**src/hdl/mp2a_pkg.sv**
```systemverilog
package mp2a_pkg;

    // fixed field widths of the block
    localparam int SAMPLE_W   = 16;
    localparam int POS_W      = 12;
    localparam int DIM_W      = 7;
    localparam int KER_W      = 4;
    localparam int PAD_W      = 3;
    localparam int CFG_IDX_W  = 3;
    localparam int CFG_DATA_W = 7;

    // padded extent (dimension plus both pads) and window coordinates
    localparam int PADDED_W = 8;
    localparam int COORD_W  = 13;

    // register reset values
    localparam logic [DIM_W-1:0] RESET_IN_HEIGHT     = 7'd8;
    localparam logic [DIM_W-1:0] RESET_IN_WIDTH      = 7'd8;
    localparam logic [KER_W-1:0] RESET_KERNEL_HEIGHT = 4'd2;
    localparam logic [KER_W-1:0] RESET_KERNEL_WIDTH  = 4'd2;
    localparam logic [KER_W-1:0] RESET_STRIDE_ROWS   = 4'd2;
    localparam logic [KER_W-1:0] RESET_STRIDE_COLS   = 4'd2;
    localparam logic [PAD_W-1:0] RESET_PAD_ROWS      = 3'd0;
    localparam logic [PAD_W-1:0] RESET_PAD_COLS      = 3'd0;

    typedef enum logic [CFG_IDX_W-1:0] {
        REG_IN_HEIGHT     = 3'd0,
        REG_IN_WIDTH      = 3'd1,
        REG_KERNEL_HEIGHT = 3'd2,
        REG_KERNEL_WIDTH  = 3'd3,
        REG_STRIDE_ROWS   = 3'd4,
        REG_STRIDE_COLS   = 3'd5,
        REG_PAD_ROWS      = 3'd6,
        REG_PAD_COLS      = 3'd7
    } cfg_reg_t;

    typedef enum logic {
        ACT_LOAD  = 1'b0,
        ACT_FETCH = 1'b1
    } action_t;

    typedef enum logic [1:0] {
        TOP_IDLE,
        TOP_SCAN,
        TOP_EMIT
    } top_state_t;

    typedef enum logic [1:0] {
        DIV_IDLE,
        DIV_HEIGHT,
        DIV_WIDTH
    } div_state_t;

    typedef enum logic [2:0] {
        SCAN_IDLE,
        SCAN_BASE,
        SCAN_ROW,
        SCAN_CELL,
        SCAN_DRAIN,
        SCAN_DONE
    } scan_state_t;

    // effective (clamped) geometry handed to the window scanner
    typedef struct packed {
        logic [DIM_W-1:0] height;
        logic [DIM_W-1:0] width;
        logic [KER_W-1:0] kernel_height;
        logic [KER_W-1:0] kernel_width;
        logic [KER_W-1:0] stride_rows;
        logic [KER_W-1:0] stride_cols;
        logic [PAD_W-1:0] pad_rows;
        logic [PAD_W-1:0] pad_cols;
    } geom_t;

    // window scan outcome
    typedef struct packed {
        logic                       done;
        logic                       found;
        logic signed [SAMPLE_W-1:0] value;
    } scan_result_t;

endpackage

```
**src/hdl/mp2a_div.sv**
```systemverilog
module mp2a_div
    import mp2a_pkg::*;
(
    input  logic                aclk,
    input  logic                aresetn,
    input  logic                start,
    input  logic [PADDED_W-1:0] dividend_rows,
    input  logic [PADDED_W-1:0] dividend_cols,
    input  logic [KER_W-1:0]    divisor_rows,
    input  logic [KER_W-1:0]    divisor_cols,
    output logic                busy,
    output logic                done,
    output logic [PADDED_W-1:0] quotient_rows,
    output logic [PADDED_W-1:0] quotient_cols
);

    localparam int STEP_W = $clog2(PADDED_W);

    div_state_t          state_reg, state_next;
    logic [STEP_W-1:0]   step_reg;
    logic [PADDED_W-1:0] num_reg;
    logic [KER_W-1:0]    rem_reg;
    logic                done_reg;
    logic [PADDED_W-1:0] quotient_rows_reg;
    logic [PADDED_W-1:0] quotient_cols_reg;

    logic                last_step;
    logic [KER_W-1:0]    divisor_cur;
    logic [KER_W:0]      rem_shift;
    logic [KER_W:0]      rem_sub;
    logic                fits;
    logic [KER_W-1:0]    rem_next;
    logic [PADDED_W-1:0] num_next;

    // one restoring division step per cycle, rows first then columns
    assign last_step   = (step_reg == STEP_W'(PADDED_W - 1));
    assign divisor_cur = (state_reg == DIV_WIDTH) ? divisor_cols : divisor_rows;
    assign rem_shift   = {rem_reg, num_reg[PADDED_W-1]};
    assign rem_sub     = rem_shift - {1'b0, divisor_cur};
    assign fits        = (rem_shift >= {1'b0, divisor_cur});
    assign rem_next    = fits ? rem_sub[KER_W-1:0] : rem_shift[KER_W-1:0];
    assign num_next    = {num_reg[PADDED_W-2:0], fits};

    // next state
    always_comb begin
        state_next = state_reg;
        unique case (state_reg)
            DIV_IDLE: begin
                if (start) state_next = DIV_HEIGHT;
            end
            DIV_HEIGHT: begin
                if (start) state_next = DIV_HEIGHT;
                else if (last_step) state_next = DIV_WIDTH;
            end
            DIV_WIDTH: begin
                if (start) state_next = DIV_HEIGHT;
                else if (last_step) state_next = DIV_IDLE;
            end
            default: state_next = DIV_IDLE;
        endcase
    end

    // outputs
    always_comb begin
        busy = (state_reg != DIV_IDLE) || done_reg;
        done = done_reg;
    end

    // control registers
    always_ff @(posedge aclk) begin
        if (!aresetn) begin
            state_reg <= DIV_IDLE;
            done_reg  <= 1'b0;
        end else begin
            state_reg <= state_next;
            done_reg  <= (state_reg == DIV_WIDTH) && last_step && !start;
        end
    end

    // datapath registers
    always_ff @(posedge aclk) begin
        if (start) begin
            step_reg <= '0;
            num_reg  <= dividend_rows;
            rem_reg  <= '0;
        end else if (state_reg != DIV_IDLE) begin
            if (last_step) begin
                step_reg <= '0;
                num_reg  <= dividend_cols;
                rem_reg  <= '0;
                if (state_reg == DIV_HEIGHT) begin
                    quotient_rows_reg <= num_next;
                end else begin
                    quotient_cols_reg <= num_next;
                end
            end else begin
                step_reg <= step_reg + STEP_W'(1);
                num_reg  <= num_next;
                rem_reg  <= rem_next;
            end
        end
    end

    assign quotient_rows = quotient_rows_reg;
    assign quotient_cols = quotient_cols_reg;

endmodule

```
**config.mk**
```make
export PLATFORM = sky130hd
export DESIGN_NAME = mp2a_div
export DESIGN_NICKNAME = d
export VERILOG_FILES = /design/src/hdl/mp2a_pkg.sv /design/src/hdl/mp2a_div.sv
export SDC_FILE = /design/constraint.sdc
export NUM_CORES = 1
export LEC_CHECK = 0
export BUFFER_PORTS_ARGS = -buffer_cell sky130_fd_sc_hd__buf_2
export CAP_MARGIN = 25
export CORE_UTILIZATION = 46
export DETAILED_ROUTE_END_ITERATION = 12
export PLACE_DENSITY_LB_ADDON = 0.05
export SETUP_SLACK_MARGIN = 0.4
export SYNTH_ARGS = -nofsm -noshare
export SYNTH_HDL_FRONTEND = slang
export SYNTH_SLANG_ARGS = --single-unit
```
**constraint.sdc**
```tcl
create_clock -name aclk -period 2.5 [get_ports aclk]
set_input_delay 0.25 -clock aclk [delete_from_list [all_inputs] [get_ports aclk]]
set_output_delay 0.25 -clock aclk [all_outputs]
set_load 0.01 [all_outputs]
```
; ---- After elaboration in Yosys (flattened, before gate mapping)
; Index checks and enable logic that the tools add are counted.
[word_totals]
n_memories = 0
reg_bits = 34
elab_cells = 41
input_bits = 27
latch_bits = 0
mem_bits_rw = 0
rom_bits = 0
output_inout_bits = 18
[op_classes]
n_mul = 0
n_eq_ne = 6
div = 0
shifts = 0
order_cmp = 1
n_addsub = 2
n_mux = 13
reduce_logical = 10
bitwise_logic = 2
[op_table]
columns = operator, n
row1 = $mux 8, 3
row2 = $mux 4, 3
row3 = $mux 2, 5
row4 = $reduce_and 4->1, 2
row5 = $ne 3x3->1 const B, 2
row6 = $pmux 2 s3, 1
row7 = $ge 5x4->1, 1
row8 = $reduce_bool 2->1, 2
row9 = $sub 4x4->4, 1
row10 = $add 3x1->3 const B, 1
row11 = $eq 3x3->1 const B, 1
row12 = $mux 3, 1
row13 = $reduce_and 3->1, 1
row14 = $eq 2x1->1 const B, 1
row15 = $eq 2x2->1 const B, 1
row16 = $logic_and 1x1->1, 2
row17 = $logic_not 2->1, 1
row18 = $ne 2x2->1 const B, 1
row19 = $not 1->1, 2
row20 = $logic_not 1->1, 1
row21 = $logic_or 1x1->1, 1

; ---- Logic depth before layout (Yosys ltp)
[logic_depth]
word_depth = 6
mapped_depth = 9
mapped_depth_nobuf = 8

; ---- Worst setup path after synthesis
; OpenSTA, ideal clock, no wires.
[synth_path]
kind = register to register
from = register state_reg[0]
to = register rem_reg[2]
setup_slack_ns = 0.101
arrival_ns = 2.282
t_required_ns = 2.383
setup_ns = 0.117
synth_period_minus_slack_ns = 2.399
path_buffers = 1
stages_incl_launch_ff = 9
cell_sequence = dfxtp_1 nand2b_1 clkbuf_1 mux2i_1 ha_1 nor2b_4 o31a_4 or3_1 a32o_1
[synth_between]
elab_chain_len = 5
elab_cells_between_ends = 7
classes_between = add/sub: 1 / order compare: 1 / eq/ne: 1 / mux: 3 / reduce/logical: 1
[synth_rtl]
columns = element, line
row1 = "start, declared", mp2a_div.sv:19  ; div_state_t state_reg, state_next;
row2 = "start signal, assigned", mp2a_div.sv:75  ; state_reg <= state_next;
row3 = $eq 2x2->1, mp2a_div.sv:37  ; assign divisor_cur = (state_reg == DIV_WIDTH) ? divisor_cols : divisor_rows;
row4 = $mux 4, mp2a_div.sv:37
row5 = $sub 4x4->4 or $ge 5x4->1 (tied branches), "mp2a_div.sv:39, mp2a_div.sv:40"
row6 = $mux 4, mp2a_div.sv:41  ; assign rem_next = fits ? rem_sub[KER_W-1:0] : rem_shift[KER_W-1:0];
row7 = $mux 4, mp2a_div.sv:87  ; if (last_step) begin
row8 = "end signal, assigned", mp2a_div.sv:99  ; rem_reg <= rem_next;
row9 = "end, declared", mp2a_div.sv:22  ; logic [KER_W-1:0] rem_reg;
; Several ways; a longest one is shown, not always the timed one.
; A chain may end at the register's enable or synchronous reset.

; ---- Worst setup path in the final report
; Ends and elaborated chain as after synthesis.

==> impl_metrics.csv <==
group,metric,value,unit
synth,yosysWarningCount,0,
synth,syn_area_per_cell,12.3,um2
layout,drive_above_1_share,0.404,
placed_design,io_buffers,44,
critical_path,worstPathRequired,2.73,ns
clock_tree,cts_inserted_buffers,5,
clock_tree,htreeDepth,2,
global_route,use_met3,0.0584,
clock_tree,clk_pin_slew,0.11,ns
die,core_area,3130,um2
route,wl_per_cell,14.3,um
synth,synth_nets,160,
critical_path,worstSetupStartpointType,"flop",
critical_path,path_delay_family,"compound AO/OA/AOI/OAI gates",
timing,rsz0062_at_grt,"yes",
timing,setup-violations-final,0,
route,wl,3240,um
clock_tree,ctsRootBufferMaster,"clkbuf_4",
placed_design,dp_cells,214,
synth,synthFlopType,"edfxtp_1",
clock_tree,cts_tree,"yes",
route,drt_pre_antenna_iters,4,
synth,seq_area_frac_synth,0.596,
timing,period_minus_slack,2.13,ns
synth,synth_area_leaders,"edfxtp_1 47%, dfxtp_1 13%, mux2i_1 6.5%, ha_1 4.9%, o21ai_0 4.2%",
critical_path,crit_path_top_delay_cell,"dfxtp_4",
timing,hold_viol,0,
critical_path,rr_worst_depth,8,
critical_path,end_kind,"flop",
die,pin_count,45,
layout,stdcell_count,227,
timing,max_freq,470,MHz
synth,syn_area,1550,um2
timing,setup_ws,0.374,ns
synth,ys_ff_latch,34,
run,maxCapViolations,0,
global_route,grt_pass1_vias,1110,
die,die_w,60.0,um
placed_design,dp_hpwl,2270,um
clock_tree,clock-sinks,34,
route,route.vias.total,1172,
timing,tns,0,ns
synth,synth_cells,126,
synth,synth.top_cells.by_count,"24 x edfxtp_1, 15 x nand2_1, 13 x o21ai_0",
critical_path,slowest_delay,0.35,ns
layout,fin_util,0.633,
power_and_ir_drop,ir_worst_vdd,298,uV
critical_path,r2r-end,"rem_reg[2]$_SDFFE_PP0N_",
die,die_y,60.0,um
die,die_area,3600,um2
critical_path,path_cells,"nand2b_4 -> buf_6 -> mux2i_1 -> ha_1 -> o21a_1 -> o31a_4 -> or3_4 -> a32o_1",
route,drc,0,
synth,ys_types,32,
synth,synth_edf_count,24,
layout,diodes,0,
timing,slew_violations,0,
global_route,grt_max_degree,27,
route,via_per_inst,5.16,
hold_path,hold_class,"input pin to flop",
timing,hold_slack,0.196,ns
hold_path,min-delay-start,"dividend_rows[1]",
global_route,grt_pass1_wl,5000,um
route,ant_nets,0,
placed_design,gp_congestion,0.824,
global_route,overflow,0,
outcome,run_status,"completed",
global_route,antenna_found_initial,0,
hold_path,min_to,"num_reg[1]$_DFFE_PP_",
critical_path,cp_max_fo,7,
synth,synth_top_area_frac,0.466,
critical_path,worstPathArrival,2.36,ns
power_and_ir_drop,p_leak,0.000808,uW
synth,synthArstFlopShare,0,
die,num_rows,20,
global_route,track_usage,0.198,
global_route,top_usage_layer,"met2",
clock_tree,clk_path_buf_depth,2,
layout,final_nets,216,
synth,synthMostInstantiatedCell,"edfxtp_1",
power_and_ir_drop,power_density,569,nW/um2
placed_design,pre_cts_slack,0.187,ns
route,drt_iter0_drc,31,
timing,worst_slew_pin_slew,0.442,ns
critical_path,r2r-start,"state_reg[0]$_SDFFE_PN0P_",
critical_path,crit_buf_inv,1,
critical_path,reg2reg_slack,0.37,ns
timing,finClkSkew,0.0139,ns
critical_path,path_class,"flop to flop",
layout,fill_cells,268,
clock_tree,cts_hold_buffers,0,
timing,slew_headroom,0.705,
clock_tree,clk_latency,0.34,ns
global_route,use_met2,0.327,
synth,yosysTopAreaCell,"edfxtp_1",
global_route,grtUsageMet1,0.231,
die,initial_core_util,0.494,
timing,min_period_over_period,0.850,
hold_path,hold_depth,3,
layout,area_growth,28.2,%
placed cells by master (no fill, tap or decap), types with 3 or more instances in the layout:
cell type	instances
o21ai_0	11
nand2_1	14
buf_4	9
a21oi_1	4
buf_2	44
ha_1	4
inv_1	5
edfxtp_1	24
mux2i_1	9
o211ai_1	3
nor3_1	3
dfxtp_1	8
clkbuf_4	5
nor2_1	4
layer usage:
metal | vias up | share of wire
li1 | 578 | -
met1 | 538 | 0.44
met2 | 47 | 0.48
met3 | 9 | 0.058
met4 | 0 | 0.019
met5 | - | 0
report_power, final:
part	switching, uW	internal (uW)
Combinational	89.8	91.9
Sequential	20.8	637
Clock	180	107
how the worst max path moves through the flow:
stage | end | cells after the start | start | slack (ns)
after floorplan | rem_reg[2]$_SDFFE_PP0N_ | 8 | state_reg[0]$_SDFFE_PN0P_ | 0.33
after global placement | rem_reg[2]$_SDFFE_PP0N_ | 7 | state_reg[0]$_SDFFE_PN0P_ | 0.26
after detailed placement | rem_reg[2]$_SDFFE_PP0N_ | 7 | state_reg[0]$_SDFFE_PN0P_ | 0.19
after CTS | rem_reg[2]$_SDFFE_PP0N_ | 7 | state_reg[0]$_SDFFE_PN0P_ | 0.39
after global routing | rem_reg[2]$_SDFFE_PP0N_ | 8 | state_reg[0]$_SDFFE_PN0P_ | 0.32
final | rem_reg[2]$_SDFFE_PP0N_ | 8 | state_reg[0]$_SDFFE_PN0P_ | 0.37
timing repair:
| action | 4_1_cts | 5_1_grt |
|---|---|---|
| endpoints found under the hold margin | 0 | 0 |
| buffers inserted | 1 | 4 |
| pin swaps | 1 | 3 |
| gates resized for setup | 5 | 6 |
| endpoints found under the setup margin | 6 | 2 |
area by class of cell:
class / instances / area (um2) / share of cell area
timing repair buffer: 54 / 299 / 0.151
clock inverter: 2 / 10.0 / 0.00505
multi-input combinational: 82 / 628 / 0.317
inverter: 5 / 18.8 / 0.00948
sequential: 34 / 928 / 0.469
tap: 44 / 55.1 / 0.0278
clock buffer: 6 / 41.3 / 0.0208
worst register-to-register path, delay by kind of cell (launching register included):
family / cells / cell delay (ns)
AOI/OAI and AO/OA: 3 / 0.59
and+or+nand+nor: 2 / 0.50
DFF: 1 / 0.35
adders and majority gates: 1 / 0.34
buffers and inverters: 1 / 0.14
muxes: 1 / 0.11
logic make-up after synthesis:
family	Yosys count	synth area share
mux	11	0.0721
fa+ha+maj	7	0.0615
compound gates	27	0.113
flops	34	0.596
simple gates	36	0.127
xor+xnor	1	0.00567
buf+inv	10	0.0251
per-stage QoR:
stage                     total power (uW)  instance area (um2)
after floorplan                        770                 1570
after global placement                 819                 1850
after detailed placement               825                 1850
after CTS                             1110                 1940
after global routing                  1180                 1980
final                                 1130                 1980
Note: power is estimated with default switching activity, not from simulation.
