===== config.mk =====
export PLATFORM = sky130hd
export DESIGN_NAME = mp2a_scan
export DESIGN_NICKNAME = d
export VERILOG_FILES = /design/src/hdl/mp2a_pkg.sv /design/src/hdl/mp2a_scan.sv
export SDC_FILE = /design/constraint.sdc
export NUM_CORES = 1
export LEC_CHECK = 0
export ABC_AREA = 1
export BUFFER_PORTS_ARGS = -buffer_cell sky130_fd_sc_hd__buf_2
export CAP_MARGIN = 20
export CORE_MARGIN = 2
export CORE_UTILIZATION = 47
export DETAILED_ROUTE_END_ITERATION = 8
export PLACE_DENSITY = 0.66
export SLEW_MARGIN = 30
export SYNTH_ARGS = -nofsm -noshare
export SYNTH_HDL_FRONTEND = slang
export SYNTH_SLANG_ARGS = --single-unit

===== constraint.sdc =====
create_clock -name aclk -period 4.6 [get_ports aclk]
set_input_delay 0.69 -clock aclk [delete_from_list [all_inputs] [get_ports aclk]]
set_output_delay 0.69 -clock aclk [all_outputs]
set_load 0.005 [all_outputs]

===== src/hdl/mp2a_pkg.sv =====
package mp2a_pkg;

    // fixed field widths of the block
    localparam int SAMPLE_W   = 16;
    localparam int POS_W      = 12;
    localparam int DIM_W      = 7;
    localparam int KER_W      = 4;
    localparam int PAD_W      = 3;
    localparam int CFG_IDX_W  = 3;
    localparam int CFG_DATA_W = 7;

    // padded extent (dimension plus both pads) and window coordinates
    localparam int PADDED_W = 8;
    localparam int COORD_W  = 13;

    // register reset values
    localparam logic [DIM_W-1:0] RESET_IN_HEIGHT     = 7'd8;
    localparam logic [DIM_W-1:0] RESET_IN_WIDTH      = 7'd8;
    localparam logic [KER_W-1:0] RESET_KERNEL_HEIGHT = 4'd2;
    localparam logic [KER_W-1:0] RESET_KERNEL_WIDTH  = 4'd2;
    localparam logic [KER_W-1:0] RESET_STRIDE_ROWS   = 4'd2;
    localparam logic [KER_W-1:0] RESET_STRIDE_COLS   = 4'd2;
    localparam logic [PAD_W-1:0] RESET_PAD_ROWS      = 3'd0;
    localparam logic [PAD_W-1:0] RESET_PAD_COLS      = 3'd0;

    typedef enum logic [CFG_IDX_W-1:0] {
        REG_IN_HEIGHT     = 3'd0,
        REG_IN_WIDTH      = 3'd1,
        REG_KERNEL_HEIGHT = 3'd2,
        REG_KERNEL_WIDTH  = 3'd3,
        REG_STRIDE_ROWS   = 3'd4,
        REG_STRIDE_COLS   = 3'd5,
        REG_PAD_ROWS      = 3'd6,
        REG_PAD_COLS      = 3'd7
    } cfg_reg_t;

    typedef enum logic {
        ACT_LOAD  = 1'b0,
        ACT_FETCH = 1'b1
    } action_t;

    typedef enum logic [1:0] {
        TOP_IDLE,
        TOP_SCAN,
        TOP_EMIT
    } top_state_t;

    typedef enum logic [1:0] {
        DIV_IDLE,
        DIV_HEIGHT,
        DIV_WIDTH
    } div_state_t;

    typedef enum logic [2:0] {
        SCAN_IDLE,
        SCAN_BASE,
        SCAN_ROW,
        SCAN_CELL,
        SCAN_DRAIN,
        SCAN_DONE
    } scan_state_t;

    // effective (clamped) geometry handed to the window scanner
    typedef struct packed {
        logic [DIM_W-1:0] height;
        logic [DIM_W-1:0] width;
        logic [KER_W-1:0] kernel_height;
        logic [KER_W-1:0] kernel_width;
        logic [KER_W-1:0] stride_rows;
        logic [KER_W-1:0] stride_cols;
        logic [PAD_W-1:0] pad_rows;
        logic [PAD_W-1:0] pad_cols;
    } geom_t;

    // window scan outcome
    typedef struct packed {
        logic                       done;
        logic                       found;
        logic signed [SAMPLE_W-1:0] value;
    } scan_result_t;

endpackage


===== src/hdl/mp2a_scan.sv =====
module mp2a_scan
    import mp2a_pkg::*;
#(
    parameter int ADDR_W = 12
) (
    input  logic                       aclk,
    input  logic                       aresetn,
    input  logic                       start,
    input  geom_t                      geom,
    input  logic [DIM_W-1:0]           out_row,
    input  logic [DIM_W-1:0]           out_col,
    output logic                       rd_en,
    output logic [ADDR_W-1:0]          rd_addr,
    input  logic signed [SAMPLE_W-1:0] rd_data,
    output scan_result_t               result,
    output logic [ADDR_W-1:0]          best_pos
);

    localparam int ROW_W = COORD_W + DIM_W + 1;

    scan_state_t                state_reg, state_next;
    logic [KER_W-1:0]           i_reg, j_reg;
    logic signed [COORD_W-1:0]  base_r_reg, base_c_reg;
    logic signed [COORD_W-1:0]  cur_r_reg, cur_c_reg;
    logic signed [ROW_W-1:0]    row_addr_reg;
    logic                       pend_valid_reg;
    logic [ADDR_W-1:0]          pend_pos_reg;
    logic                       found_reg;
    logic signed [SAMPLE_W-1:0] best_reg;
    logic [ADDR_W-1:0]          best_pos_reg;

    logic [COORD_W-1:0]         prod_r, prod_c;
    logic signed [COORD_W-1:0]  height_s, width_s;
    logic                       r_ok, c_ok, cell_ok;
    logic                       col_end, row_last;
    logic signed [ROW_W-1:0]    addr_full;
    logic                       take;

    // window origin in padded-plane coordinates; the pads are subtracted in SCAN_BASE
    assign prod_r = COORD_W'(out_row) * COORD_W'(geom.stride_rows);
    assign prod_c = COORD_W'(out_col) * COORD_W'(geom.stride_cols);

    // padding cells are skipped, real cells are read
    assign height_s  = signed'(COORD_W'(geom.height));
    assign width_s   = signed'(COORD_W'(geom.width));
    assign r_ok      = !cur_r_reg[COORD_W-1] && (cur_r_reg < height_s);
    assign c_ok      = !cur_c_reg[COORD_W-1] && (cur_c_reg < width_s);
    assign cell_ok   = r_ok && c_ok;
    assign addr_full = row_addr_reg + ROW_W'(cur_c_reg);
    assign col_end   = (j_reg == geom.kernel_width - KER_W'(1));
    assign row_last  = (i_reg == geom.kernel_height - KER_W'(1));

    // strictly greater keeps the first maximum in scan order
    assign take = pend_valid_reg && (!found_reg || (rd_data > best_reg));

    // next state
    always_comb begin
        state_next = state_reg;
        unique case (state_reg)
            SCAN_IDLE: begin
                if (start) state_next = SCAN_BASE;
            end
            SCAN_BASE:  state_next = SCAN_ROW;
            SCAN_ROW:   state_next = SCAN_CELL;
            SCAN_CELL: begin
                if (col_end && row_last) state_next = SCAN_DRAIN;
            end
            SCAN_DRAIN: state_next = SCAN_DONE;
            SCAN_DONE:  state_next = SCAN_IDLE;
            default:    state_next = SCAN_IDLE;
        endcase
    end

    // outputs
    always_comb begin
        rd_en        = (state_reg == SCAN_CELL) && cell_ok;
        rd_addr      = addr_full[ADDR_W-1:0];
        result.done  = (state_reg == SCAN_DONE);
        result.found = found_reg;
        result.value = best_reg;
        best_pos     = best_pos_reg;
    end

    // control registers
    always_ff @(posedge aclk) begin
        if (!aresetn) begin
            state_reg      <= SCAN_IDLE;
            pend_valid_reg <= 1'b0;
        end else begin
            state_reg      <= state_next;
            pend_valid_reg <= rd_en;
        end
    end

    // window walk, one cell a cycle
    always_ff @(posedge aclk) begin
        pend_pos_reg <= rd_addr;
        unique case (state_reg)
            SCAN_BASE: begin
                base_r_reg <= signed'(prod_r - COORD_W'(geom.pad_rows));
                base_c_reg <= signed'(prod_c - COORD_W'(geom.pad_cols));
            end
            SCAN_ROW: begin
                row_addr_reg <= ROW_W'(base_r_reg) * ROW_W'(width_s);
                cur_r_reg    <= base_r_reg;
                cur_c_reg    <= base_c_reg;
                i_reg        <= '0;
                j_reg        <= '0;
            end
            SCAN_CELL: begin
                if (col_end) begin
                    j_reg        <= '0;
                    cur_c_reg    <= base_c_reg;
                    i_reg        <= i_reg + KER_W'(1);
                    cur_r_reg    <= cur_r_reg + COORD_W'(1);
                    row_addr_reg <= row_addr_reg + ROW_W'(width_s);
                end else begin
                    j_reg     <= j_reg + KER_W'(1);
                    cur_c_reg <= cur_c_reg + COORD_W'(1);
                end
            end
            default: begin
            end
        endcase
    end

    // running maximum with its position
    always_ff @(posedge aclk) begin
        if (!aresetn) begin
            found_reg <= 1'b0;
        end else if (state_reg == SCAN_BASE) begin
            found_reg <= 1'b0;
        end else if (take) begin
            found_reg <= 1'b1;
        end
    end

    always_ff @(posedge aclk) begin
        if (state_reg == SCAN_BASE) begin
            best_reg     <= '0;
            best_pos_reg <= '0;
        end else if (take) begin
            best_reg     <= rd_data;
            best_pos_reg <= pend_pos_reg;
        end
    end

endmodule


=== Yosys cells after proc, flatten, opt, wreduce, memory -nomap -nowiden ===
Cells that the tools add are included.

* Flip-flop bits (word level): 125
* Logic and storage cells: 68

* $add $sub $neg: 10
* Reductions and logical operators: 15
* $lt $le $gt $ge: 3
* Muxes and demuxes: 13
* Equality and inequality tests: 10
* Multipliers: 3
* Bitwise operators: 1

{| class="wikitable"
|+ Operator list
! cell !! count
|-
| $pmux W13 S2 || 2
|-
| $pmux W21 S2 || 1
|-
| $add A13 B2 Y13 const B || 2
|-
| $lt A13 B8 Y1 || 2
|-
| $mux W13 || 2
|-
| $sub A11 B3 Y12 || 2
|-
| $mul A7 B4 Y11 || 2
|-
| $add A21 B8 Y21 || 1
|-
| $mux W21 || 1
|-
| $mul A12 B8 Y20 || 1
|-
| $gt A16 B16 Y1 || 1
|-
| $pmux W4 S2 || 2
|-
| $pmux W3 S5 || 1
|-
| $add A12 B12 Y12 || 1
|-
| $add A4 B1 Y4 const B || 2
|-
| $eq A4 B4 Y1 || 2
|-
| $mux W4 || 2
|-
| $sub A4 B1 Y4 const B || 2
|-
| $eq A3 B2 Y1 const B || 2
|-
| $eq A3 B3 Y1 const B || 2
|-
| $logic_and A1 B1 Y1 || 6
|-
| $mux W3 || 2
|-
| $ne A2 B2 Y1 const B || 3
|-
| $reduce_and A2 Y1 || 2
|-
| 7 further kinds || 9
|}

=== Logic depth before layout (Yosys ltp) ===
Gate-level depths: netlist of run 1.

* Depth after elaboration: 5
* Depth in mapped cells: 23

=== Worst setup path after synthesis of run 1 ===
Ideal clock, no wire load.

* Path kind: input to register
* From: input geom[24] (netlist name)
* To: register row_addr_reg[11] (data pin)
* Path slack: 329 ps
* Stages: 16
* Required time: 4344 ps
* Arrival: 4015 ps
* Cells stage by stage: clkbuf_1 nand2_1 fa_1 inv_1 fa_1 fa_1 inv_1 fa_1 inv_1 ha_1 nand2_1 o21ai_0 a31oi_1 nand3_1 nand3_1 nand2_1

* Word-level cells in the longest chain between the ends: 3
* Elaborated cells on any way between the ends: 4
* Those cells by class: 1 x add/sub; 1 x mul; 2 x mux

{| class="wikitable"
|+ Ends and longest elaborated chain
! element !! RTL line !! text
|-
| start, declared || mp2a_scan.sv:9 || <nowiki>input geom_t geom,</nowiki>
|-
| branches (longest 2 deep; another with $mul A12 B8 Y20) || -- ||
|-
| $pmux W21 S2 * || mp2a_scan.sv:98 || <nowiki>unique case (state_reg)</nowiki>
|-
| end signal, assigned || mp2a_scan.sv:104 || <nowiki>row_addr_reg <= ROW_W'(base_r_reg) * ROW_W'(width_s);</nowiki>
|-
| end signal, assigned || mp2a_scan.sv:116 || <nowiki>row_addr_reg <= row_addr_reg + ROW_W'(width_s);</nowiki>
|-
| end, declared || mp2a_scan.sv:25 || <nowiki>logic signed [ROW_W-1:0] row_addr_reg;</nowiki>
|}

Mark *: on every way between the ends. The select of a mux whose other input is x is not followed.
A chain may end at the register's enable or synchronous reset.

=== Worst setup path in the final report of run 1 ===
* From: register base_r_reg[5]
* To: register row_addr_reg[11] (data pin)

* Word-level cells in the longest chain between the ends: 2

{| class="wikitable"
|+ Ends and longest elaborated chain
! element !! RTL line !! text
|-
| start, declared || mp2a_scan.sv:23 || <nowiki>logic signed [COORD_W-1:0] base_r_reg, base_c_reg;</nowiki>
|-
| start signal, assigned || mp2a_scan.sv:100 || <nowiki>base_r_reg <= signed'(prod_r - COORD_W'(geom.pad_rows));</nowiki>
|-
| $mul A12 B8 Y20 || mp2a_scan.sv:104 ||
|-
| $pmux W21 S2 || mp2a_scan.sv:98 ||
|}

Every way passes these cells.

==> metrics, run 1 <==
final period utilization=90.17%; cells after synthesis=1383; Flop pwr share=27.2%; RSZ-0062 raised after global routing=false; ANT cells=0; TritonCTS buffer count=17; Fin. Hold Viols=0; initial core utilization=47.76%; clock share of power=22.1%; Startpoint Class=flip-flop; skew final=9.397 ps; min-delay worst type=flip-flop to flip-flop; Rel. slew slack=43.23%; DR vias/cell=4.979; DRC viols=0; clock latency on the worst-skew pair=420 ps; power share of the combinational group=50.7%; critical path type=flip-flop to flip-flop; share of the synthesized area in the top cell type=19.44%; CTS tree=done; fin area=12190 um2; Worst Path Max Fanout=8; WL per Instance=13.08 um; largest net degree at the start of global routing=58; via count=8893; switching power=2.505 mW; Total Power=5.951 mW; clk root buf=clkbuf_16; cts repair resizes=0; Pwr Density=488.2 nW/um2; Internal Power=3.446 mW; hold buffers post-CTS=0; critical path's largest stage delay=560 ps; switching share of power=42.09%; most common cell after layout, fill and taps aside=nand2_1; first-pass GRT wire length=39.97 mm; H-tree levels=4; Finish-stage setup viols=0; drt pass-1 iters=5; die span in y=155.7 um; status=complete, no violations; crit path capture type=flip-flop; row count=55; post-layout minimum cycle time=4148 ps; CP max stage cell=fa_1; Netlist cell types=44; Achievable Freq=0.2411 GHz; most frequent cells in the layout=315 x nand2_1, 299 x inv_1, 126 x ha_1; nets=1741; Max clock buf depth=2; DRT Wirelength=23.36 mm; share of layout cells above drive strength 1=13.26%; sequential area share after synthesis=27.77%; max-slew violations=0; largest area contributor in the netlist=edfxtp_1; number of flip-flops under the largest register name=16; initial antenna violation count=0; Synth area leaders=edfxtp_1 19%, ha_1 15%, nand2_1 11%, fa_1 11%, inv_1 10%; post-synthesis async set-or-reset flop share=0%; setup total negative slack=0 ps; area delta synth->final=12.73%; prevailing post-synth register cell=edfxtp_1; # IOs=112; max-cap check violation count=0; YS warnings=0; Die W=155.7 um; Core ar.=22640 um2; Avg Cell Area, Syn=7.818 um2; Starting DRT DRC Count=591; vias in the first global route=8871; Fill cells=2123; GPL Wtd Cong=0.8758; Area after DPL=11610 um2; critical path, cell by cell=nand2_1 > fa_1 > inv_1 > fa_1 > fa_1 > inv_1 > fa_1 > inv_1 > ha_1 > nand2_1 > o21ai_0 > a31oi_1 > nand3_1 > nand3_1 > nand2_1; Slew @ Worst Pin=848.6 ps; Syn Nets=1636; CP Data Arrival Time=4310 ps; DPL Wire Length=18.30 mm; synthesized flop and latch total=115; Leakage=6.488 nW; Port Buffers=111; clock-pin slew on the worst setup and hold paths=50 ps; VDD IR max=0.3039 mV; Post-synth EDFFs=70; Die ar.=24230 um2; post-route ant nets=0; total grt overflow=0; Crit path top cell by count=fa_1; Num Clock Sinks=115; setup bufs post-CTS=0; total track usage=20.24%; WP data required=4770 ps; Post-Syn Area=10810 um2
cells by family after synthesis:
logic type                 synth area share (%)
AOI/OAI and AO/OA                         8.401
xor gates and xnor gates                  4.860
adders and majority gates                 25.32
buffers and inverters                     12.27
DFF                                       27.77
muxes                                   0.09257
and+or+nand+nor                           21.29
layout make-up:
class | instances | area [um2] | share of cell area (%)
sequential | 115 | 3004 | 24.65
tap | 285 | 356.6 | 2.925
timing repair buffer | 119 | 615.6 | 5.050
clock inverter | 15 | 153.9 | 1.263
multi-input combinational | 931 | 6492 | 53.26
clock buffer | 17 | 425.4 | 3.490
inverter | 304 | 1141 | 9.361
worst paths after layout:
path / startpoint / slack, ps / to / cells after the start
worst max-delay path: base_r_reg[5] / 450 / row_addr_reg[11] / 15
worst min-delay path: best_pos[6] / 470 / best_pos[6] / 2
worst max register to register: base_r_reg[5] / 450 / row_addr_reg[11] / 15
worst min register to register: best_pos[6] / 470 / best_pos[6] / 2
worst max-delay path: cells and delay by family, from the launching register on:
kind / cells / cell delay (ps)
flip-flops: 1 / 540
adder cells (fa/ha/maj): 5 / 2460
AO/OA/AOI/OAI: 2 / 290
buffers and inverters: 3 / 160
AND/OR/NAND/NOR: 5 / 450
routing by layer:
metal | share of wire, % | global-route usage, % | wire (um) | vias to the layer above
met5 | 0 | 0 | 0 | -
met1 | 45 | 25.49 | 10510 | 4068
met2 | 47 | 34.77 | 11090 | 200
met3 | 4.8 | 3.861 | 1115 | 48
met4 | 2.8 | 7.208 | 646 | 0
li1 | - | - | - | 4577
per-stage QoR:
step / util [%] / instances / setup WS [ps] / hold slack [ps]
final: 53.84 / 1786 / 452.2 / 472.7
after CTS: 53.84 / 1786 / 440.6 / 477.9
after global routing: 53.84 / 1786 / 229.5 / 500.7
after global placement: 51.28 / 1754 / 170.6 / 459.3
after floorplan: - / 1383 / 328.9 / 475.5
after detailed placement: 51.28 / 1754 / 65.81 / 463.3
power by group through the flow:
stage / clock network, mW / registers (mW) / logic, mW
global route: 1.39 / 1.64 / 3.55
floorplan: 0 / 1.55 / 2.33
detailed placement: 0 / 1.63 / 3.02
finish: 1.32 / 1.62 / 3.02
global placement: 0 / 1.63 / 2.93
CTS: 1.34 / 1.62 / 3.03
synthesized netlist by cell type, types with 38 or more instances:
cell type  instances
fa_1              58
xor2_1            38
o21ai_0           45
dfxtp_1           45
nand2_1          315
ha_1             126
inv_1            299
edfxtp_1          70
a21oi_1           85
nor2_1            90
nand3_1           46
Note: power is estimated with default switching activity, not from simulation.
==> run 2, diff against run 1 <==
Settings changed: PLACE_DENSITY 0.66 to 0.62.
==> run 2 against run 1 <==
Against the previous run:
- die area unchanged
- highest routed layer unchanged
- routed wire length fell by 1.2%
- sequential power barely moved
- final cell count about the same
- cell area grew 0.27%
- total power increased by 0.94%
- register-to-register slack barely moved
- global-route usage shrank 0.64 points
- core utilization increased by 0.14 points
- maximum frequency about the same
- critical path depth unchanged
==> metrics, run 2 (synthesis gave the netlist of run 1 again) <==
status=complete, no violations (unchanged); switching share of power=41.61% (was 42.09%); vias in the first global route=8388 (was 8871); RSZ-0062 raised after global routing=false (unchanged); CTS tree=done (unchanged); Fin. Hold Viols=0 (unchanged); row count=55 (unchanged); largest net degree at the start of global routing=58 (unchanged); WL per Instance=12.93 um (was 13.08 um); Rel. slew slack=51.93% (was 43.23%); Die ar.=24230 um2 (unchanged); Finish-stage setup viols=0 (unchanged); worst r2r src=base_r_reg[5] (unchanged); CP endpoint=row_addr_reg[11] (unchanged); DRT Wirelength=23.08 mm (was 23.36 mm); hold slack final=473.6 ps (was 472.7 ps); Startpoint Class=flip-flop (unchanged); cts repair resizes=0 (unchanged); VDD IR max=0.3331 mV (was 0.3039 mV); area delta synth->final=13.03% (was 12.73%); WP data required=4770 ps (about the same); max-slew violations=0 (unchanged); DRC viols=0 (unchanged); first-pass GRT wire length=38.61 mm (was 39.97 mm); critical path type=flip-flop to flip-flop (unchanged); most common cell after layout, fill and taps aside=nand2_1 (unchanged); Num Clock Sinks=115 (unchanged); hold buffers post-CTS=0 (unchanged); DPL Wire Length=18.00 mm (was 18.30 mm); skew final=9.465 ps (was 9.397 ps); post-layout minimum cycle time=4145 ps (was 4148 ps); final period utilization=90.10% (was 90.17%); die span in y=155.7 um (unchanged); nets=1739 (was 1741); Max clock buf depth=2 (unchanged); Achievable Freq=0.2413 GHz (was 0.2411 GHz); share of layout cells above drive strength 1=13.28% (was 13.26%); Internal Power=3.508 mW (was 3.446 mW); H-tree levels=4 (unchanged); clock latency on the worst-skew pair=420 ps (about the same); max-cap check violation count=0 (unchanged); GPL Wtd Cong=0.8745 (was 0.8758); clk root buf=clkbuf_16 (unchanged); FF-to-FF End=row_addr_reg[11] (unchanged); initial core utilization=47.76% (unchanged); DR vias/cell=4.903 (was 4.979); Port Buffers=111 (unchanged); TritonCTS buffer count=17 (unchanged); crit path capture type=flip-flop (unchanged); post-route ant nets=0 (unchanged); min-delay worst type=flip-flop to flip-flop (unchanged); switching power=2.499 mW (was 2.505 mW); # IOs=112 (unchanged); Pwr Density=491.5 nW/um2 (was 488.2 nW/um2); drt pass-1 iters=5 (unchanged); Slew @ Worst Pin=719.3 ps (was 848.6 ps); clock-pin slew on the worst setup and hold paths=60 ps (was 50 ps); power share of the combinational group=49.7% (was 50.7%); initial antenna violation count=0 (unchanged); setup bufs post-CTS=0 (unchanged); CP Data Arrival Time=4320 ps (was 4310 ps); Worst Path Max Fanout=8 (unchanged); R2R Setup Slk=460 ps (was 450 ps); number of flip-flops under the largest register name=16 (unchanged); Starting DRT DRC Count=489 (was 591); clock share of power=23.4% (was 22.1%); Flop pwr share=26.9% (was 27.2%); Core ar.=22640 um2 (unchanged); most frequent cells in the layout=315 x nand2_1, 299 x inv_1, 126 x ha_1 (unchanged); Critical Path Start=base_r_reg[5] (unchanged); FF-to-FF path depth=15 (unchanged); total grt overflow=0 (unchanged); Leakage=6.515 nW (was 6.488 nW); setup total negative slack=0 ps (unchanged); via count=8752 (was 8893); Die W=155.7 um (unchanged); total track usage=19.60% (was 20.24%)
-- run 2: how the worst min path moves through the flow --
stage                       startpoint            to  depth (start not counted)  slack, ps
after detailed placement  best_pos[11]  best_pos[11]                          2        460
final                     best_pos[10]  best_pos[10]                          2        470
after global placement     best_pos[8]   best_pos[8]                          2        460
after floorplan            best_pos[0]   best_pos[0]                          2        480
after global routing       best_pos[6]   best_pos[6]                          2        510
after CTS                 best_pos[11]  best_pos[11]                          2        480
-- run 2: per-stage QoR --
step	setup WS, ps	util [%]	total power [mW]	instance area, um2	cells
floorplan	328.9	-	3.877	10810	1383
global placement	210.5	51.21	4.559	11590	1752
detailed placement	83.22	51.24	4.631	11600	1752
CTS	417.1	53.97	6.061	12220	1784
global route	119.5	53.97	6.602	12220	1784
finish	455.2	53.98	6.007	12220	1785
-- run 2: power by group through the flow --
stage                     clock network [mW]  logic, mW  registers [mW]
after floorplan                            0       2.33            1.55
after global placement                     0       2.92            1.64
after detailed placement                   0       2.99            1.64
after CTS                               1.43       3.01            1.62
after global routing                    1.47       3.49            1.64
final                                   1.40       2.98            1.62
-- run 2: worst max-delay path: stages, from the launching register on --
cell	delay, ps
edfxtp_1	530
nand2_1	150
fa_1	560
inv_1	50
fa_1	470
fa_1	540
inv_1	50
fa_1	530
inv_1	40
ha_1	340
nand2_1	90
o21ai_0	90
a31oi_1	200
nand3_1	100
nand3_1	90
nand2_1	60
-- run 2: routing by layer --
layer,share of wire [%],GRT usage [%],vias up,wire [um]
met5,0,0,-,0
met4,1.6,5.592,0,379
met3,3.7,3.278,28,860
met2,47,33.40,159,10850
met1,48,25.76,3993,10990
li1,-,-,4572,-
-- run 2: layout make-up --
cell class / instances / area (um2)
antenna: 1 / 2.502
clock buffer: 17 / 425.4
clock inverter: 15 / 193.9
fill: 2175 / 10420
inverter: 304 / 1141
multi-input combinational: 931 / 6497
sequential: 115 / 3004
tap: 285 / 356.6
timing repair buffer: 117 / 600.6
==> run 3, diff against run 2 <==
--- a/config.mk
+++ b/config.mk
@@ -11,5 +11,5 @@
 export CORE_MARGIN = 2
-export CORE_UTILIZATION = 47
+export CORE_UTILIZATION = 45
 export DETAILED_ROUTE_END_ITERATION = 8
-export PLACE_DENSITY = 0.62
+export PLACE_DENSITY = 0.6
 export SLEW_MARGIN = 30
--- a/constraint.sdc
+++ b/constraint.sdc
@@ -3,2 +3,2 @@
 set_output_delay 0.69 -clock aclk [all_outputs]
-set_load 0.005 [all_outputs]
+set_load 0.02 [all_outputs]
==> run 3 against run 2 <==
Against the previous run:
- final cell count grew 1.9%
- cell area down 0.37%
- clock-buffer cell count stayed put
- combinational power is 4% higher
- sequential share of layout area grew 0.091 points
- critical path depth is the same
- non-clock buffer count is 1 higher
- routed wire length down 0.16%
- via count grew 0.72%
- total power is 1.7% lower
- sequential cell count is the same
- clock power fell by 15%
- largest power group unchanged
- highest routed layer unchanged
==> metrics, run 3 (synthesis gave the netlist of run 1 again) <==
status=complete, no violations (unchanged); most frequent cells in the layout=315 x nand2_1, 299 x inv_1, 126 x ha_1 (unchanged); Finish-stage setup viols=0 (unchanged); nets=1740 (was 1739); Worst Path Max Fanout=8 (unchanged); Max clock buf depth=2 (unchanged); critical path's largest stage delay=550 ps (was 560 ps); cts repair resizes=0 (unchanged); TritonCTS buffer count=17 (unchanged); crit-path leading delay family=adder cells (unchanged); M2 GR Usage=32.19% (was 33.40%); met3 usage=3.152% (was 3.278%); Die W=159.0 um (was 155.7 um); Slew @ Worst Pin=735.7 ps (was 719.3 ps); max-slew violations=0 (unchanged); final period utilization=89.96% (was 90.10%); setup slack at placement=108.3 ps (was 83.22 ps); area delta synth->final=12.61% (was 13.03%); WL per Instance=12.67 um (was 12.93 um); CP max stage cell=fa_1 (unchanged); setup total negative slack=0 ps (unchanged); largest net degree at the start of global routing=58 (unchanged); clock-pin slew on the worst setup and hold paths=60 ps (about the same); Crit path top cell by count=fa_1 (unchanged); Pwr Density=485.1 nW/um2 (was 491.5 nW/um2); Leakage=6.458 nW (was 6.515 nW); WHS Path Cells=2 (unchanged); DPL Wire Length=18.32 mm (was 18.00 mm); # IOs=112 (unchanged); total grt overflow=0 (unchanged); FF-to-FF path depth=15 (unchanged); share of layout cells above drive strength 1=13.27% (was 13.28%); initial core utilization=45.93% (was 47.76%); placed cell count=1787 (was 1752); min-delay worst type=flip-flop to flip-flop (unchanged); RSZ-0062 raised after global routing=false (unchanged); most used routing layer=met2 (unchanged); CP Data Arrival Time=4310 ps (was 4320 ps); VDD IR max=0.2989 mV (was 0.3331 mV); Fin. Hold Viols=0 (unchanged); Fill cells=2323 (was 2175); row count=56 (was 55); GPL Wtd Cong=0.8823 (was 0.8745); clock latency on the worst-skew pair=420 ps (about the same); Rel. slew slack=50.84% (was 51.93%); DRT Wirelength=23.04 mm (was 23.08 mm); number of flip-flops under the largest register name=16 (unchanged); first-pass GRT wire length=39.97 mm (was 38.61 mm); initial antenna violation count=0 (unchanged); Starting DRT DRC Count=467 (was 489); total track usage=19.00% (was 19.60%); DRC viols=0 (unchanged); hold buffers post-CTS=0 (unchanged); min setup slack post-route=461.8 ps (was 455.2 ps); skew final=6.441 ps (was 9.465 ps); max-cap check violation count=0 (unchanged); worst path bufs/invs=3 (unchanged); hold_sp=best_pos[9] (was best_pos[10]); clk root buf=clkbuf_16 (unchanged); H-tree levels=4 (unchanged); worst r2r src=base_r_reg[4] (was base_r_reg[5]); ANT cells=0 (was 1); post-layout minimum cycle time=4138 ps (was 4145 ps); critical path type=flip-flop to flip-flop (unchanged); via count=8815 (was 8752); DR vias/cell=4.846 (was 4.903); Num Clock Sinks=115 (unchanged); setup bufs post-CTS=0 (unchanged); post-route ant nets=0 (unchanged); Die ar.=25280 um2 (was 24230 um2); vias in the first global route=8579 (was 8388); crit path capture type=flip-flop (unchanged); most common cell after layout, fill and taps aside=nand2_1 (unchanged); CTS tree=done (unchanged); Non-Filler Instances=1819 (was 1785); die span in y=159.0 um (was 155.7 um); WP data required=4770 ps (about the same); drt pass-1 iters=5 (unchanged); Startpoint Class=flip-flop (unchanged); Port Buffers=111 (unchanged); critical path, cell by cell=nand2_1 > inv_1 > fa_1 > fa_1 > fa_1 > inv_1 > fa_1 > inv_1 > ha_1 > a21oi_1 > o21ai_0 > a31oi_1 > nand3_1 > nand3_1 > nand2_1 (was nand2_1 > fa_1 > inv_1 > fa_1 > fa_1 > inv_1 > fa_1 > inv_1 > ha_1 > nand2_1 > o21ai_0 > a31oi_1 > nand3_1 > nand3_1 > nand2_1); fin util=51.72% (was 53.98%); Worst path depth=15 (unchanged); Core ar.=23540 um2 (was 22640 um2); hold slack final=472.5 ps (was 473.6 ps); Achievable Freq=0.2417 GHz (was 0.2413 GHz); Critical Path Start=base_r_reg[4] (was base_r_reg[5]); met1 GRT Util=25.00% (was 25.76%)
-- run 3: cell count changes in the layout (fill, tap and decap cells not counted), sizes merged --
cell / before / now
diode: 1 / 0
bufinv: 3 / 0
clkinvlp: 1 / 4
buf: 117 / 118
clkinv: 3 / 6
inv: 312 / 309
-- run 3: stage by stage --
| stage | power, mW | cell area (um2) |
|---|---|---|
| after CTS | 5.957 | 12180 |
| final | 5.907 | 12180 |
| after global routing | 6.509 | 12180 |
| after floorplan | 3.986 | 10810 |
| after detailed placement | 4.745 | 11640 |
| after global placement | 4.674 | 11640 |
-- run 3: path summary, 6_finish.rpt --
path                      end  slack (ps)
max          row_addr_reg[11]         460
min               best_pos[9]         470
max reg2reg  row_addr_reg[11]         460
min reg2reg       best_pos[9]         470
-- run 3: routing by layer --
metal  vias up  share of wire (%)
li1       4566                  -
met1      4016                 47
met2       196                 47
met3        37                4.0
met4         0                2.1
met5         -                  0
-- run 3: area by class of cell --
type                    instances  area, um2  area share (%)
clock buffers                  17      425.4           3.494
clock inverters                15      106.4          0.8734
inverters                     304       1141           9.371
multi-input cells             931       6492           53.32
flip-flops and latches        115       3004           24.67
well taps                     319      399.1           3.278
repair buffers                118      608.1           4.994
-- run 3: where the power goes --
| group | total (mW) | switching, mW | internal, mW | leakage [nW] |
|---|---|---|---|---|
| registers | 1.62 | 0.182 | 1.44 | 1.02 |
| logic | 3.10 | 1.89 | 1.20 | 5.18 |
| clock network | 1.19 | 0.503 | 0.688 | 0.254 |
-- run 3: worst reg2reg max path, stage by stage (launching register included) --
cell	delay, ps
edfxtp_1	530
nand2_1	110
inv_1	60
fa_1	550
fa_1	450
fa_1	540
inv_1	50
fa_1	520
inv_1	40
ha_1	360
a21oi_1	150
o21ai_0	90
a31oi_1	210
nand3_1	100
nand3_1	80
nand2_1	50
